### src/hw/rtl/assert_macros.svh
// ----------------------------------------------------------------------------
// Assertion macros
// Shared concurrent assertion forms for the RTL folder.
// ----------------------------------------------------------------------------
`ifndef ASSERT_MACROS_SVH
`define ASSERT_MACROS_SVH

// Hold cons in the same cycle as ante.
`define ASSERT_SAME(label, clk, rst, ante, cons) \
   label: assert property (@(posedge clk) disable iff (rst) (ante) |-> (cons)) \
      else $error("assertion failed");

// Hold cons in the cycle after ante.
`define ASSERT_NEXT(label, clk, rst, ante, cons) \
   label: assert property (@(posedge clk) disable iff (rst) (ante) |=> (cons)) \
      else $error("assertion failed");

`endif

### src/hw/rtl/pdsc_pkg.sv
// ----------------------------------------------------------------------------
// pdsc_pkg
// Types and codes shared by the date string checker modules.
// ----------------------------------------------------------------------------
`timescale 1ns / 1ps

package pdsc_pkg;

   localparam int unsigned ChWidth     = 8;
   localparam int unsigned StatusWidth = 4;
   localparam int unsigned DataWidth   = 8;

   localparam logic [StatusWidth-1:0] ST_OK       = 4'd0;
   localparam logic [StatusWidth-1:0] ST_YEAR     = 4'd1;
   localparam logic [StatusWidth-1:0] ST_MONTH    = 4'd2;
   localparam logic [StatusWidth-1:0] ST_DAY      = 4'd3;
   localparam logic [StatusWidth-1:0] ST_HOUR     = 4'd4;
   localparam logic [StatusWidth-1:0] ST_MINUTE   = 4'd5;
   localparam logic [StatusWidth-1:0] ST_SECOND   = 4'd6;
   localparam logic [StatusWidth-1:0] ST_OHOUR    = 4'd7;
   localparam logic [StatusWidth-1:0] ST_APOS     = 4'd8;
   localparam logic [StatusWidth-1:0] ST_OMIN     = 4'd9;
   localparam logic [StatusWidth-1:0] ST_GARBAGE  = 4'd10;

   localparam logic [0:0] KIND_CHAR = 1'b0;
   localparam logic [0:0] KIND_END  = 1'b1;

   typedef enum logic [3:0] {
      PH_START  = 4'd0,
      PH_YEAR   = 4'd1,
      PH_MONTH  = 4'd2,
      PH_DAY    = 4'd3,
      PH_HOUR   = 4'd4,
      PH_MINUTE = 4'd5,
      PH_SECOND = 4'd6,
      PH_SIGN   = 4'd7,
      PH_OHOUR  = 4'd8,
      PH_APOS   = 4'd9,
      PH_OMIN   = 4'd10,
      PH_DONE   = 4'd11
   } phase_type;

   typedef struct packed {
      logic [0:0]         kind;
      logic [ChWidth-1:0] ch;
   } item_type;

   typedef struct packed {
      logic                   valid;
      logic [StatusWidth-1:0] status;
   } result_type;

endpackage

### src/hw/rtl/pdsc_in_stage.sv
// ----------------------------------------------------------------------------
// pdsc_in_stage
// Input register: holds one accepted transaction until the core takes it.
// ----------------------------------------------------------------------------
`timescale 1ns / 1ps

module pdsc_in_stage (
   input  logic              clock,
   input  logic              reset,
   input  logic              req_tvalid,
   output logic              req_tready,
   input  pdsc_pkg::item_type req_item,
   input  logic              take,
   output logic              item_valid,
   output pdsc_pkg::item_type item
);

   logic               valid_ff, valid_in;
   pdsc_pkg::item_type item_ff, item_in;
   logic               load;

   assign req_tready = !valid_ff || take;
   assign load       = req_tvalid && req_tready;

   always_comb begin
      item_in  = load ? req_item : item_ff;
      valid_in = load ? 1'b1 : (take ? 1'b0 : valid_ff);
   end

   always_ff @(posedge clock) begin
      if (reset) begin
         valid_ff <= 1'b0;
      end else begin
         valid_ff <= valid_in;
      end
      item_ff <= item_in;
   end

   assign item_valid = valid_ff;
   assign item       = item_ff;

endmodule

### src/hw/rtl/pdsc_core.sv
// ----------------------------------------------------------------------------
// pdsc_core
// Parse state and one-character step of the date string check.
// ----------------------------------------------------------------------------
`timescale 1ns / 1ps

module pdsc_core (
   input  logic                 clock,
   input  logic                 reset,
   input  logic                 item_valid,
   input  pdsc_pkg::item_type   item,
   input  logic                 out_free,
   output logic                 take,
   output pdsc_pkg::result_type result
);

   localparam logic [7:0] CH_D     = 8'h44;
   localparam logic [7:0] CH_COLON = 8'h3A;
   localparam logic [7:0] CH_PLUS  = 8'h2B;
   localparam logic [7:0] CH_MINUS = 8'h2D;
   localparam logic [7:0] CH_Z     = 8'h5A;
   localparam logic [7:0] CH_APOS  = 8'h27;
   localparam logic [7:0] CH_ZERO  = 8'h30;
   localparam logic [7:0] CH_NINE  = 8'h39;

   pdsc_pkg::phase_type phase_ff, phase_in;
   logic [2:0]          dpos_ff, dpos_in;
   logic [3:0]          fdig_ff, fdig_in;
   logic [3:0]          err_ff, err_in;
   logic                dseen_ff, dseen_in;

   logic       digit;
   logic [3:0] dval;
   logic [6:0] value;
   logic [3:0] range_err;
   logic [3:0] end_status;

   function automatic logic [3:0] range_check(pdsc_pkg::phase_type ph, logic [6:0] v);
      logic [3:0] e;
      e = pdsc_pkg::ST_OK;
      case (ph)
         pdsc_pkg::PH_MONTH:  if (v < 7'd1 || v > 7'd12) e = pdsc_pkg::ST_MONTH;
         pdsc_pkg::PH_DAY:    if (v < 7'd1 || v > 7'd31) e = pdsc_pkg::ST_DAY;
         pdsc_pkg::PH_HOUR:   if (v > 7'd23) e = pdsc_pkg::ST_HOUR;
         pdsc_pkg::PH_MINUTE: if (v > 7'd59) e = pdsc_pkg::ST_MINUTE;
         pdsc_pkg::PH_SECOND: if (v > 7'd59) e = pdsc_pkg::ST_SECOND;
         pdsc_pkg::PH_OHOUR:  if (v > 7'd23) e = pdsc_pkg::ST_OHOUR;
         default:             if (v > 7'd59) e = pdsc_pkg::ST_OMIN;
      endcase
      return e;
   endfunction

   assign digit = (item.ch >= CH_ZERO) && (item.ch <= CH_NINE);
   assign dval  = digit ? item.ch[3:0] : 4'd0;
   assign value = ({3'b000, fdig_ff} << 3) + ({3'b000, fdig_ff} << 1) + {3'b000, dval};
   assign range_err = range_check(phase_ff, value);

   assign take = item_valid && ((item.kind == pdsc_pkg::KIND_CHAR) || out_free);

   always_comb begin
      if (err_ff != pdsc_pkg::ST_OK) begin
         end_status = err_ff;
      end else begin
         case (phase_ff)
            pdsc_pkg::PH_START, pdsc_pkg::PH_YEAR: end_status = pdsc_pkg::ST_YEAR;
            pdsc_pkg::PH_SIGN, pdsc_pkg::PH_DONE:  end_status = pdsc_pkg::ST_OK;
            pdsc_pkg::PH_APOS:                     end_status = pdsc_pkg::ST_APOS;
            default: begin
               end_status = (dpos_ff == 3'd0) ? pdsc_pkg::ST_OK : pdsc_pkg::ST_GARBAGE;
            end
         endcase
      end
   end

   always_comb begin
      phase_in = phase_ff;
      dpos_in  = dpos_ff;
      fdig_in  = fdig_ff;
      err_in   = err_ff;
      dseen_in = dseen_ff;
      result   = '0;
      if (take) begin
         if (item.kind == pdsc_pkg::KIND_END) begin
            result.valid  = 1'b1;
            result.status = end_status;
            phase_in = pdsc_pkg::PH_START;
            dpos_in  = 3'd0;
            fdig_in  = 4'd0;
            err_in   = pdsc_pkg::ST_OK;
            dseen_in = 1'b0;
         end else if (err_ff == pdsc_pkg::ST_OK) begin
            case (phase_ff)
               pdsc_pkg::PH_START: begin
                  if (dseen_ff) begin
                     dseen_in = 1'b0;
                     if (item.ch == CH_COLON) begin
                        phase_in = pdsc_pkg::PH_YEAR;
                        dpos_in  = 3'd0;
                     end else begin
                        err_in = pdsc_pkg::ST_YEAR;
                     end
                  end else if (item.ch == CH_D) begin
                     dseen_in = 1'b1;
                  end else if (digit) begin
                     phase_in = pdsc_pkg::PH_YEAR;
                     dpos_in  = 3'd1;
                  end else begin
                     err_in = pdsc_pkg::ST_YEAR;
                  end
               end
               pdsc_pkg::PH_YEAR: begin
                  if (!digit) begin
                     err_in = pdsc_pkg::ST_YEAR;
                  end else if (dpos_ff >= 3'd3) begin
                     phase_in = pdsc_pkg::PH_MONTH;
                     dpos_in  = 3'd0;
                  end else begin
                     dpos_in = dpos_ff + 3'd1;
                  end
               end
               pdsc_pkg::PH_SIGN: begin
                  if (item.ch == CH_PLUS || item.ch == CH_MINUS || item.ch == CH_Z) begin
                     phase_in = pdsc_pkg::PH_OHOUR;
                  end else begin
                     err_in = pdsc_pkg::ST_GARBAGE;
                  end
               end
               pdsc_pkg::PH_APOS: begin
                  if (item.ch == CH_APOS) begin
                     phase_in = pdsc_pkg::PH_OMIN;
                  end else begin
                     err_in = pdsc_pkg::ST_APOS;
                  end
               end
               pdsc_pkg::PH_DONE: begin
                  err_in = pdsc_pkg::ST_GARBAGE;
               end
               default: begin
                  if (!digit) begin
                     err_in = pdsc_pkg::ST_GARBAGE;
                  end else if (dpos_ff == 3'd0) begin
                     fdig_in = dval;
                     dpos_in = 3'd1;
                  end else if (range_err != pdsc_pkg::ST_OK) begin
                     err_in = range_err;
                  end else begin
                     phase_in = pdsc_pkg::phase_type'(phase_ff + 4'd1);
                     dpos_in  = 3'd0;
                     fdig_in  = 4'd0;
                  end
               end
            endcase
         end
      end
   end

   always_ff @(posedge clock) begin
      if (reset) begin
         phase_ff <= pdsc_pkg::PH_START;
         dpos_ff  <= 3'd0;
         fdig_ff  <= 4'd0;
         err_ff   <= pdsc_pkg::ST_OK;
         dseen_ff <= 1'b0;
      end else begin
         phase_ff <= phase_in;
         dpos_ff  <= dpos_in;
         fdig_ff  <= fdig_in;
         err_ff   <= err_in;
         dseen_ff <= dseen_in;
      end
   end

endmodule

### src/hw/rtl/pdsc_out_stage.sv
// ----------------------------------------------------------------------------
// pdsc_out_stage
// Result register: holds one status transaction until the receiver takes it.
// ----------------------------------------------------------------------------
`timescale 1ns / 1ps

module pdsc_out_stage (
   input  logic                                 clock,
   input  logic                                 reset,
   input  pdsc_pkg::result_type                 result,
   output logic                                 out_free,
   output logic                                 rsp_tvalid,
   input  logic                                 rsp_tready,
   output logic [pdsc_pkg::StatusWidth-1:0]     status
);

   logic                               valid_ff, valid_in;
   logic [pdsc_pkg::StatusWidth-1:0]   status_ff, status_in;

   assign out_free = !valid_ff || rsp_tready;

   always_comb begin
      status_in = result.valid ? result.status : status_ff;
      valid_in  = result.valid ? 1'b1 : (rsp_tready ? 1'b0 : valid_ff);
   end

   always_ff @(posedge clock) begin
      if (reset) begin
         valid_ff <= 1'b0;
      end else begin
         valid_ff <= valid_in;
      end
      status_ff <= status_in;
   end

   assign rsp_tvalid = valid_ff;
   assign status     = status_ff;

endmodule

### src/hw/rtl/pdf_date_string_checker_unit.sv
// ----------------------------------------------------------------------------
// pdf_date_string_checker_unit
// Streaming checker for PDF date strings of the form D:YYYYMMDDHHmmSSOHH'mm.
// ----------------------------------------------------------------------------
// Usage:
//   req_ channel carries one transaction per character (req_tuser = 0,
//   req_tdata = character byte) or an end-of-string marker (req_tuser = 1,
//   req_tdata ignored). Characters return nothing; each end marker returns
//   one transaction on the rsp_ channel with the status code in
//   rsp_tdata[3:0] (0 = valid date, otherwise the first error found) and
//   clears the parse state for the next string.
//   Path: an accepted end marker passes the input register, then the
//   result register, before its status shows on rsp_; it waits in the
//   input register while the result register holds an untaken status.
//   Throughput: one transaction per cycle unless an end marker stalls, set
//   by the parse state update between the input and result registers.
//   Stall: while a status waits on rsp_tready, characters keep flowing;
//   the next end marker waits in the input register and req_tready drops.
//   Reset: synchronous, active high; clears the parse state and the valid
//   flags of both registers; the block is ready once reset is released.
// ----------------------------------------------------------------------------
`timescale 1ns / 1ps
`include "assert_macros.svh"

module pdf_date_string_checker_unit (
   input  logic       clock,
   input  logic       reset,
   input  logic       req_tvalid,
   output logic       req_tready,
   input  logic [7:0] req_tdata,   // [7:0] ch
   input  logic       req_tuser,   // [0] kind
   output logic       rsp_tvalid,
   input  logic       rsp_tready,
   output logic [7:0] rsp_tdata    // [3:0] status, [7:4] zero
);

   pdsc_pkg::item_type                 req_item;
   pdsc_pkg::item_type                 item;
   pdsc_pkg::result_type               result;
   logic                               item_valid;
   logic                               take;
   logic                               out_free;
   logic [pdsc_pkg::StatusWidth-1:0]   status;

   assign req_item.kind = req_tuser;
   assign req_item.ch   = req_tdata;

   pdsc_in_stage u_in_stage (
      .clock      (clock),
      .reset      (reset),
      .req_tvalid (req_tvalid),
      .req_tready (req_tready),
      .req_item   (req_item),
      .take       (take),
      .item_valid (item_valid),
      .item       (item)
   );

   pdsc_core u_core (
      .clock      (clock),
      .reset      (reset),
      .item_valid (item_valid),
      .item       (item),
      .out_free   (out_free),
      .take       (take),
      .result     (result)
   );

   pdsc_out_stage u_out_stage (
      .clock      (clock),
      .reset      (reset),
      .result     (result),
      .out_free   (out_free),
      .rsp_tvalid (rsp_tvalid),
      .rsp_tready (rsp_tready),
      .status     (status)
   );

   assign rsp_tdata = {{(pdsc_pkg::DataWidth - pdsc_pkg::StatusWidth){1'b0}}, status};

   `ASSERT_NEXT(a_end_loads_rsp, clock, reset, take && (item.kind == pdsc_pkg::KIND_END), rsp_tvalid)
   `ASSERT_NEXT(a_held_item_stays, clock, reset, item_valid && !take, item_valid)
   `ASSERT_SAME(a_result_only_on_end, clock, reset, result.valid, take && (item.kind == pdsc_pkg::KIND_END))
   `ASSERT_SAME(a_status_in_range, clock, reset, rsp_tvalid, status <= pdsc_pkg::ST_GARBAGE)

endmodule
### config.mk
export PLATFORM = sky130hd
export DESIGN_NAME = pdf_date_string_checker_unit
export DESIGN_NICKNAME = d
export VERILOG_FILES = /design/src/hw/rtl/pdsc_pkg.sv /design/src/hw/rtl/pdsc_in_stage.sv /design/src/hw/rtl/pdsc_core.sv /design/src/hw/rtl/pdsc_out_stage.sv /design/src/hw/rtl/pdf_date_string_checker_unit.sv
export VERILOG_INCLUDE_DIRS = /design/src /design/src/hw/rtl
export SDC_FILE = /design/constraint.sdc
export NUM_CORES = 1
export LEC_CHECK = 0
export ABC_AREA = 1
export CAP_MARGIN = 40
export CORE_UTILIZATION = 30
export DETAILED_ROUTE_END_ITERATION = 6
export DONT_BUFFER_PORTS = 1
export GPL_TIMING_DRIVEN = 0
export SLEW_MARGIN = 20
export SYNTH_ARGS = -nofsm -noshare
export SYNTH_HDL_FRONTEND = slang
export SYNTH_SLANG_ARGS = --single-unit
### constraint.sdc
create_clock -name clock -period 9.6 [get_ports clock]
set_input_delay 1.92 -clock clock [delete_from_list [all_inputs] [get_ports clock]]
set_output_delay 1.92 -clock clock [all_outputs]
set_load 0.01 [all_outputs]
==> parameters.txt <==
Parameter                              Value

STA
  Final setup margin    5.35 ns
  Post-route clock period utilization    0.443
  Max Transition Viols Final    0
  Total Neg Setup Slack    0 ns
  Actual transition at the worst max-transition pin    between 0.5 and 0.6 ns
  Clock period minus worst slack    4.25 ns
  Clock skew    between 0.009 and 0.01 ns
  Maximum frequency from static timing analysis    0.235 GHz
  Final setup violating endpoints    0
  Remaining max-slew budget at the tightest pin    0.625
  Final-report hold violation count    0
  Worst hold slack across all endpoints    0.478 ns
  Setup repair after global routing missed its margin    false

Clock network
  Maximum clock insertion buffer count    2
  Clk_lat worst skew    slightly below 0.3 ns
  Cts hold-fix bufs    0
  Deepest level of the CTS H-tree    2
  Clock tree from TritonCTS    done
  Number of gates resized after cts    0
  Number of buffers created by CTS    5
  Clock transition time at the flip-flop clock pins of the worst setup and hold paths    0.07 ns
  Setup fix buffers added after clock tree synthesis    0
  Cell chosen for the clock root    sky130_fd_sc_hd__clkbuf_8
  Sink Count    31

Placement
  Post-placement setup slack    approximately 5.3 ns
  Total half-perimeter wirelength after legalization and detailed placement    4.48 mm
  Placed Area    2580 um2
  Final weighted congestion of routability-driven global placement    0.902
  Count of input and output buffers    0

Setup path
  Critical path startpoint category    input pin
  Data required time at the worst endpoint    7.68 ns
  Worst-path cell chain    nor2_1 -> nand3_1
  Critical Path Max Stage Delay    0.23 ns
  Cell at the slowest stage of the critical path    sky130_fd_sc_hd__nand3_1
  Critical path buffers and inverters    0
  Type of element capturing the critical path    output port
  Arrival time of data at the critical path endpoint    around 2.3 ns
  Kind of critical path    in -> out
  Max Fanout on Critical Path    3
  Largest delay share family, worst path    simple AND/OR/NAND/NOR gates

Hold path
  Kind of path behind the tightest hold check    reg -> reg

Cells and area
  Area added between synthesis and finish    10.3%
  Diode count    0
  Final design area excluding fillers    roughly 2700 um2
  Number of nets in the finished design    401
  Share of cells above drive strength 1    0.137
  Number of fill cells in the layout    832

Global routing
  Aggregate global routing overflow    0
  Initial antenna violation count    0
  Wire length of the first global-routing pass    9.93 mm
  Pin count of the biggest net entering global routing    12
  Number of global-route vias before repair    2,126
  Combined global-route utilization of all metal layers    0.146

Logic synthesis
  Syn Std Cell Area    2440 um2
  Synthesized instance count    362
  Register area share after synthesis    0.307
  Ys flop type    sky130_fd_sc_hd__dfxtp_1
  Post-synthesis area per instance    6.75 um2
  Number of flops mapped to enable cells by yosys    13
  Cell variety after synth    34
  Async set-or-reset flop fraction in the synthesized netlist    0
  #FFs+latches synth    31
  Number of warning messages in the yosys log    0

Drt
  1st-iter DRT viols    between 100 and 150
  DRC viols    0
  Routed len/inst    11.9 um
  Routed metal-1 wirelength    2.71 mm
  Detailed-routed wire length on met2    around 2.7 mm
  Vias post-DR    2,228
  Routed wire length on met3    183 um
  Routed WL    approximately 5.7 mm
  Number of routed nets with antenna violations    0
  Highest routed metal layer    met4
  Vias per cell    approximately 4.7
  DR pass1 iterations    4

Power and ir drop
  Cell internal pwr    between 0.2 and 0.3 mW
  Switching part of the total power    0.335
  Total power    0.387 mW
  IR Drop Worst-Case VDD    0.0829 mV
  Pwr per Cell Area    ~140 nW/um2
  Switching power total    0.130 mW
  Proportion of power drawn by combinational gates    0.268
  Part of the power in registers    0.395
  Proportion of power drawn by the clock network    0.337
  Leak    1.27 nW

Floorplanning
  Vertical die dimension    92.3 um
  FP Rows    32
  Die area    between 8000 and 9000 um2
  Number of I/O pins    23
  Die outline width    ~92 um
  Core Footprint    7810 um2
  Effective utilization at floorplan    0.313

Flow run
  Max-cap violations    0

Outcome
  Status    finished, final reports clean
## per-stage QoR
step           instances  utilization
3_5_place_dp         467        0.331
3_3_place_gp         467        0.331
6_report             475        0.345
5_1_grt              475        0.345
2_1_floorplan        365            -
4_1_cts              475        0.345
## cells by family (layout without fill, tap and decap cells)
kind of cell,after synthesis,after routing,synth area share
DFF,31,31,0.307
buffers and inverters,60,68,0.101
and+or+nand+nor,220,220,0.421
xor gates and xnor gates,2,2,0.00717
adders and majority gates,16,16,0.0880
other,1,4,0.00153
AOI/OAI and AO/OA,32,32,0.0742
## final timing paths
check / start / to / slack [ns] / cells past startpoint
worst max register to register: u_in_stage.item[6] / u_core.fdig_ff[1] / 5.86 / 23
worst min-delay path: u_core.dseen_ff / u_core.dseen_ff / 0.48 / 2
worst min register to register: u_core.dseen_ff / u_core.dseen_ff / 0.48 / 2
worst max-delay path: rsp_tready / req_tready / 5.35 / 2
## routing by layer
layer  up-vias  GRT usage
met4         0     0.0456
met5         -          0
met1      1013      0.184
met2        27      0.251
li1       1180          -
met3         8     0.0290
## area by class of cell
cell class	instances	area [um2]	area share
multi-input cells	274	1460	0.541
flip-flops and latches	31	751	0.278
inverters	51	191	0.0710
well taps	102	128	0.0473
clock buffers	5	68.8	0.0255
plain buffers	9	56.3	0.0209
clock inverters	3	43.8	0.0162
## synthesized netlist by cell type, types with 6 or more instances
cell,instances,area (um2)
sky130_fd_sc_hd__o21ai_0,8,40.0
sky130_fd_sc_hd__dfxtp_1,18,360
sky130_fd_sc_hd__nor3_1,11,55.1
sky130_fd_sc_hd__nand3_1,36,180
sky130_fd_sc_hd__a21oi_1,13,65.1
sky130_fd_sc_hd__inv_1,49,184
sky130_fd_sc_hd__nand2_2,9,56.3
sky130_fd_sc_hd__nor2_1,45,169
sky130_fd_sc_hd__nor2_2,15,93.8
sky130_fd_sc_hd__edfxtp_1,13,390
sky130_fd_sc_hd__nand2_1,89,334
sky130_fd_sc_hd__buf_4,6,45.0
sky130_fd_sc_hd__ha_1,14,175
## power by group through the flow
stage                     registers [mW]  logic (mW)  clock network (mW)
after global routing               0.154       0.120               0.139
after detailed placement           0.156       0.103                   0
after CTS                          0.153       0.103               0.134
after floorplan                    0.154      0.0832                   0
final                              0.153       0.104               0.131
after global placement             0.156       0.103                   0
## registers in the layout (all words and copies together) (netlist names)
name and count:
u_in_stage.item_valid 1, u_core.dpos_ff 3, u_core.dseen_ff 1, u_core.fdig_ff 4, u_out_stage.status 4, u_in_stage.item 9, u_core.phase_ff 4, u_core.err_ff 4
u_out_stage.rsp_tvalid 1
## cell usage in the layout, fill, tap and decap left out, drive strengths merged
cell	count
nand2	99
nor2	61
inv	51
nand3	40
dfxtp	18
ha	14
a21oi	14
edfxtp	13
nor3	11
o21ai	11
buf	7
clkbuf	7
nand4	4
conb	4
nor4	4
xor2	2
a31oi	2
fa	2
clkinv	2
a221oi	1
a211oi	1
and2	1
o31ai	1
o311ai	1
o211ai	1
bufinv	1
No activity file was read; power rests on OpenSTA's default activity.
